### src/hdl/rmx_pkg.sv
// Shared codes for the range argmax segment tree.
// No dependencies; used by range_argmax_segment_tree and rmx_pick.
package rmx_pkg;

   localparam logic CMD_UPDATE = 1'b0;
   localparam logic CMD_QUERY  = 1'b1;

   localparam logic STATUS_OK    = 1'b0;
   localparam logic STATUS_ERROR = 1'b1;

   typedef enum logic {
      SIDE_LEFT  = 1'b0,
      SIDE_RIGHT = 1'b1
   } side_type;

endpackage

### src/hdl/rmx_pick.sv
// Leftmost-wins maximum of two candidates, each an index and its signed value.
// Depends on rmx_pkg for the side encoding used by its tie rule.
module rmx_pick #(
   parameter int IDX_BITS   = 10,
   parameter int VALUE_BITS = 32
) (
   input  logic [IDX_BITS-1:0]          a_idx,
   input  logic signed [VALUE_BITS-1:0] a_val,
   input  logic [IDX_BITS-1:0]          b_idx,
   input  logic signed [VALUE_BITS-1:0] b_val,
   output logic [IDX_BITS-1:0]          win_idx,
   output logic signed [VALUE_BITS-1:0] win_val
);

   rmx_pkg::side_type take;

   // Operand a is the left one, so it keeps a tie.
   assign take    = (a_val < b_val) ? rmx_pkg::SIDE_RIGHT : rmx_pkg::SIDE_LEFT;
   assign win_idx = (take == rmx_pkg::SIDE_RIGHT) ? b_idx : a_idx;
   assign win_val = (take == rmx_pkg::SIDE_RIGHT) ? b_val : a_val;

endmodule
### config.mk
export PLATFORM = sky130hd
export DESIGN_NAME = rmx_pick
export DESIGN_NICKNAME = d
export VERILOG_FILES = /design/src/hdl/rmx_pkg.sv /design/src/hdl/rmx_pick.sv
export SDC_FILE = /design/constraint.sdc
export NUM_CORES = 1
export LEC_CHECK = 0
export BUFFER_PORTS_ARGS = -buffer_cell sky130_fd_sc_hd__buf_2
export CORE_UTILIZATION = 42
export DETAILED_ROUTE_END_ITERATION = 12
export PLACE_DENSITY = 0.95
export SYNTH_ARGS = -nofsm -noshare
export SYNTH_HDL_FRONTEND = slang
export SYNTH_SLANG_ARGS = --single-unit
export TNS_END_PERCENT = 100
### constraint.sdc
create_clock -name vclk -period 7.6
set_input_delay 2.28 -clock vclk [all_inputs]
set_output_delay 2.28 -clock vclk [all_outputs]
set_load 0.01 [all_outputs]
# --- After elaboration in Yosys (flattened, before gate mapping) ---
# Cells that the tools add are included.
word_totals:
  output_inout_bits: 42
  reg_bits: 0
  ram_bits: 0
  romBits: 0
  latchBits: 0
  memories: 0
  in_bits: 84
classes:
  reduce_logical: 0
  n_mul: 0
  n_eq_ne: 0
  div: 0
  n_lt_le_gt_ge: 1
  add_sub_neg: 0
  shift: 0
  n_bitwise: 0
  muxes: 3
ops:
  columns: ["cell", "n"]
  rows:
  - ["32-bit less-than comparator", 1]
  - ["32-bit 2-to-1 mux", 1]
  - ["10-bit 2-to-1 mux", 1]
  - ["1-bit 2-to-1 mux", 1]

# --- Longest topological paths before layout ---
depth:
  word_depth: 3
  mapped_depth: 9

# --- Worst setup path before layout ---
# Ideal clock, no wire load.
synth_path:
  path_type: "input to output"
  start: "input port b_val[25]"
  end: "output port win_idx[3]"
  path_slack_ns: 0.959
  path_buffers: 1
  arrival_time_ns: 4.361
  t_required_ns: 5.320
  cell_stages: 9
  path_cell_list: "inv_1 -> ha_1 -> a21o_1 -> a221o_1 -> a211oi_2 -> o22ai_1 -> a211oi_4 -> buf_6 -> mux2_1"
synth_via:
  elab_chain_len: 3
synth_rtl:
  columns: ["item", "line_no", "text"]
  rows:
  - ["start, declared", "rmx_pick.sv:10", "input logic signed [VALUE_BITS-1:0] b_val,"]
  - ["32-bit less-than comparator", "rmx_pick.sv:18", "assign take = (a_val < b_val) ? rmx_pkg::SIDE_RIGHT : rmx_pkg::SIDE_LEFT;"]
  - ["1-bit 2-to-1 mux", "rmx_pick.sv:18", null]
  - ["10-bit 2-to-1 mux", "rmx_pick.sv:19", "assign win_idx = (take == rmx_pkg::SIDE_RIGHT) ? b_idx : a_idx;"]
  - ["end, declared", "rmx_pick.sv:11", "output logic [IDX_BITS-1:0] win_idx,"]
# No other way between the ends.

# --- Worst setup path in the final report ---
layout_path:
  start: "input port b_val[25]"
  end: "output port win_val[30]"
layout_via:
  elab_chain_len: 3
layout_rtl:
  columns: ["item", "line_no", "text"]
  rows:
  - ["32-bit less-than comparator", "rmx_pick.sv:18", null]
  - ["1-bit 2-to-1 mux", "rmx_pick.sv:18", null]
  - ["32-bit 2-to-1 mux", "rmx_pick.sv:20", "assign win_val = (take == rmx_pkg::SIDE_RIGHT) ? b_val : a_val;"]
  - ["end, declared", "rmx_pick.sv:12", "output logic signed [VALUE_BITS-1:0] win_val"]
# No other way between the ends.

==> reports/results.tsv <==
stage	metric	value	unit
die	die_y	58.1	um
synth	ys_top_cells_by_area	mux2_2 32%, ha_1 29%, inv_1 9.1%, a21oi_1 4.5%, buf_6 3.4%	
die	rows	20	
timing	fmax	0.143	GHz
min_path	min-delay-start	a_idx[2]	
route	drt-initial-drc-count	33	
worst_setup_path	crit_chain	buf_2 > inv_1 > ha_1 > a21o_1 > a221o_1 > a211oi_2 > o22ai_1 > a211oi_4 > buf_4 > mux2_2 > buf_2	
synth	ys_seq_area_share	0	%
die	die_area	3380	sq um
min_path	min_to	win_idx[2]	
global_routing	grt_max_degree	22	
worst_setup_path	worstSetupEndpointType	primary output	
power	ir_drop	0.0454	mV
worst_setup_path	required	5320	ps
global_routing	grt_overflow	0	
clock_tree	cts_resized	0	
place	placed_area	1980	sq um
synth	synthesis.nets	273	
timing	fin_setup_tns	0	ps
timing	finalHoldViolCount	0	
synth	synth_top_area_share	32.3	%
worst_setup_path	cp_data_arrival_time	4700	ps
power	p_leak	1.19	nW
worst_setup_path	cp.depth	11	
cells_and_area	layout-drive-gt1-share	59.6	%
synth	synth.largest_area_cell	mux2_2	
worst_setup_path	max_stage_delay	380	ps
worst_setup_path	crit_slowest_cell	mux2_2	
cells_and_area	final_area	1980	sq um
route	ant_nets	0	
synth	syn_inst	158	
clock_tree	cts-hold-fix-buffers	0	
timing	rsz0062_at_grt	no	
cells_and_area	area_growth	49.5	%
cells_and_area	clock_buffers	0	
worst_setup_path	worst-path-max-fanout	21	
place	io_buffer_count	126	
worst_setup_path	crit_family	compound AO/OA/AOI/OAI gates	
global_routing	grt_pass1_wl	5040	um
place	dp.cells	326	
cells_and_area	stdcell_count	326	
route	routed_via_density	4.79	
synth	synth_warnings	0	
synth	avgSynthCellArea	8.38	sq um
global_routing	antenna_found_initial	0	
synth	yosys.cell_types.count	24	
route	route.detailed.drc	0	
place	finalWeightedCongestion	0.788	
route	wl	3460	um
cells_and_area	seqCellArea	0	sq um
synth	syn_area	1320	sq um
clock_tree	postCtsSetupRepairBufs	0	
cells_and_area	n_sequential_cell	0	
cells_and_area	num_antenna_cells	0	
route	drt_first_pass_iters	4	
timing	period_share	91.8	%
cells_and_area	final_nets	399	
min_path	hold_class	input pin to primary output	
min_path	hold_depth	3	
worst_setup_path	critPathBufInv	4	
worst_setup_path	setup.worst_path.class	input pin to primary output	
status	outcome	finished, final reports clean	
worst_setup_path	cp_common_cell	buf_2	
global_routing	grt_pass1_vias	1350	
route	wl_per_cell	10.6	um
place	dpl.hpwl	3140	um
timing	holdWs	4870	ps
timing	period_needed	6980	ps
timing	finalMaxSlewViolations	0	
timing	relSlewSlack	76.6	%
die	core_area	3030	sq um
timing	setup-violations-final	0	
timing	worstMarginPinSlew	351	ps
global_routing	grt_usage	18.0	%
die	die_w	58.1	um
route	vias	1562	
power	power_density	83.6	nW/um^2
worst_setup_path	cp-start-kind	input pin	
die	ios	126	
job	drv_cap	0	
die	start_util	43.7	%
## layer usage
metal  wire length [um]  vias to the layer above  GRT usage (%)
li1                   -                      814              -
met1               1420                      685           19.1
met2               1860                       61           38.8
met3                164                        2          0.893
met4                 14                        0           2.04
met5                  0                        -              0
## kinds of logic after synthesis
family / count (synthesis) / synth area share, %
muxes: 42 / 35.7
buffers and inverters: 36 / 12.5
and+or+nand+nor: 23 / 8.89
adders and majority gates: 31 / 29.3
AOI/OAI and AO/OA: 26 / 13.6
## how the worst max path moves through the flow
stage / from / slack [ps] / to
after global placement: a_val[25] / 680 / win_idx[9]
after global routing: b_val[25] / 460 / win_val[30]
final: b_val[25] / 620 / win_val[30]
after detailed placement: b_val[25] / 620 / win_val[10]
after floorplan: b_val[25] / 960 / win_idx[3]
after CTS: b_val[25] / 620 / win_val[10]
## where the power goes
part	switching (mW)	total, mW	internal [mW]
Sequential	0	0	0
Combinational	0.0774	0.166	0.0881
Clock	0	0	0
## worst min-delay path: stages
cell    delay [ps]
buf_2           70
mux2_2         120
buf_2          110
## through the flow
stage | utilization, % | power, mW | setup WS, ps
final | 65.4 | 0.166 | 624
after global placement | 65.4 | 0.161 | 680
after floorplan | - | 0.108 | 959
after global routing | 65.4 | 0.182 | 464
after detailed placement | 65.4 | 0.166 | 616
after CTS | 65.4 | 0.167 | 615
## area by class of cell
| type | instances | area [sq um] |
|---|---|---|
| Multi-Input combinational cell | 122 | 1160 |
| Fill cell | 288 | 1050 |
| Timing Repair Buffer | 128 | 646 |
| Inverter | 32 | 120 |
| Tap cell | 44 | 55.1 |
## placed cells by master (no fill, tap or decap), types with 2 or more instances in the layout
master   instances
o21ai_0          3
nand2_1          7
ha_1            31
and4_1           2
mux2_2          38
a21oi_1         12
buf_4            2
nand3_1          3
inv_1           32
a211o_1          2
nor2_1           4
nand4_1          3
and2_1           2
buf_2          126
mux2_1           4
a21o_1           2
## Yosys cell counts (2+ instances only)
master and instances:
ha_1 31, and2_1 2, nand4_1 3, inv_1 32, mux2_1 4, mux2_2 38, nand2_1 7, o21ai_0 3
a21o_1 2, a211o_1 2, and4_1 2, a21oi_1 12, buf_6 4, nor2_1 4, nand3_1 3
(Power assumes the default switching activity.)
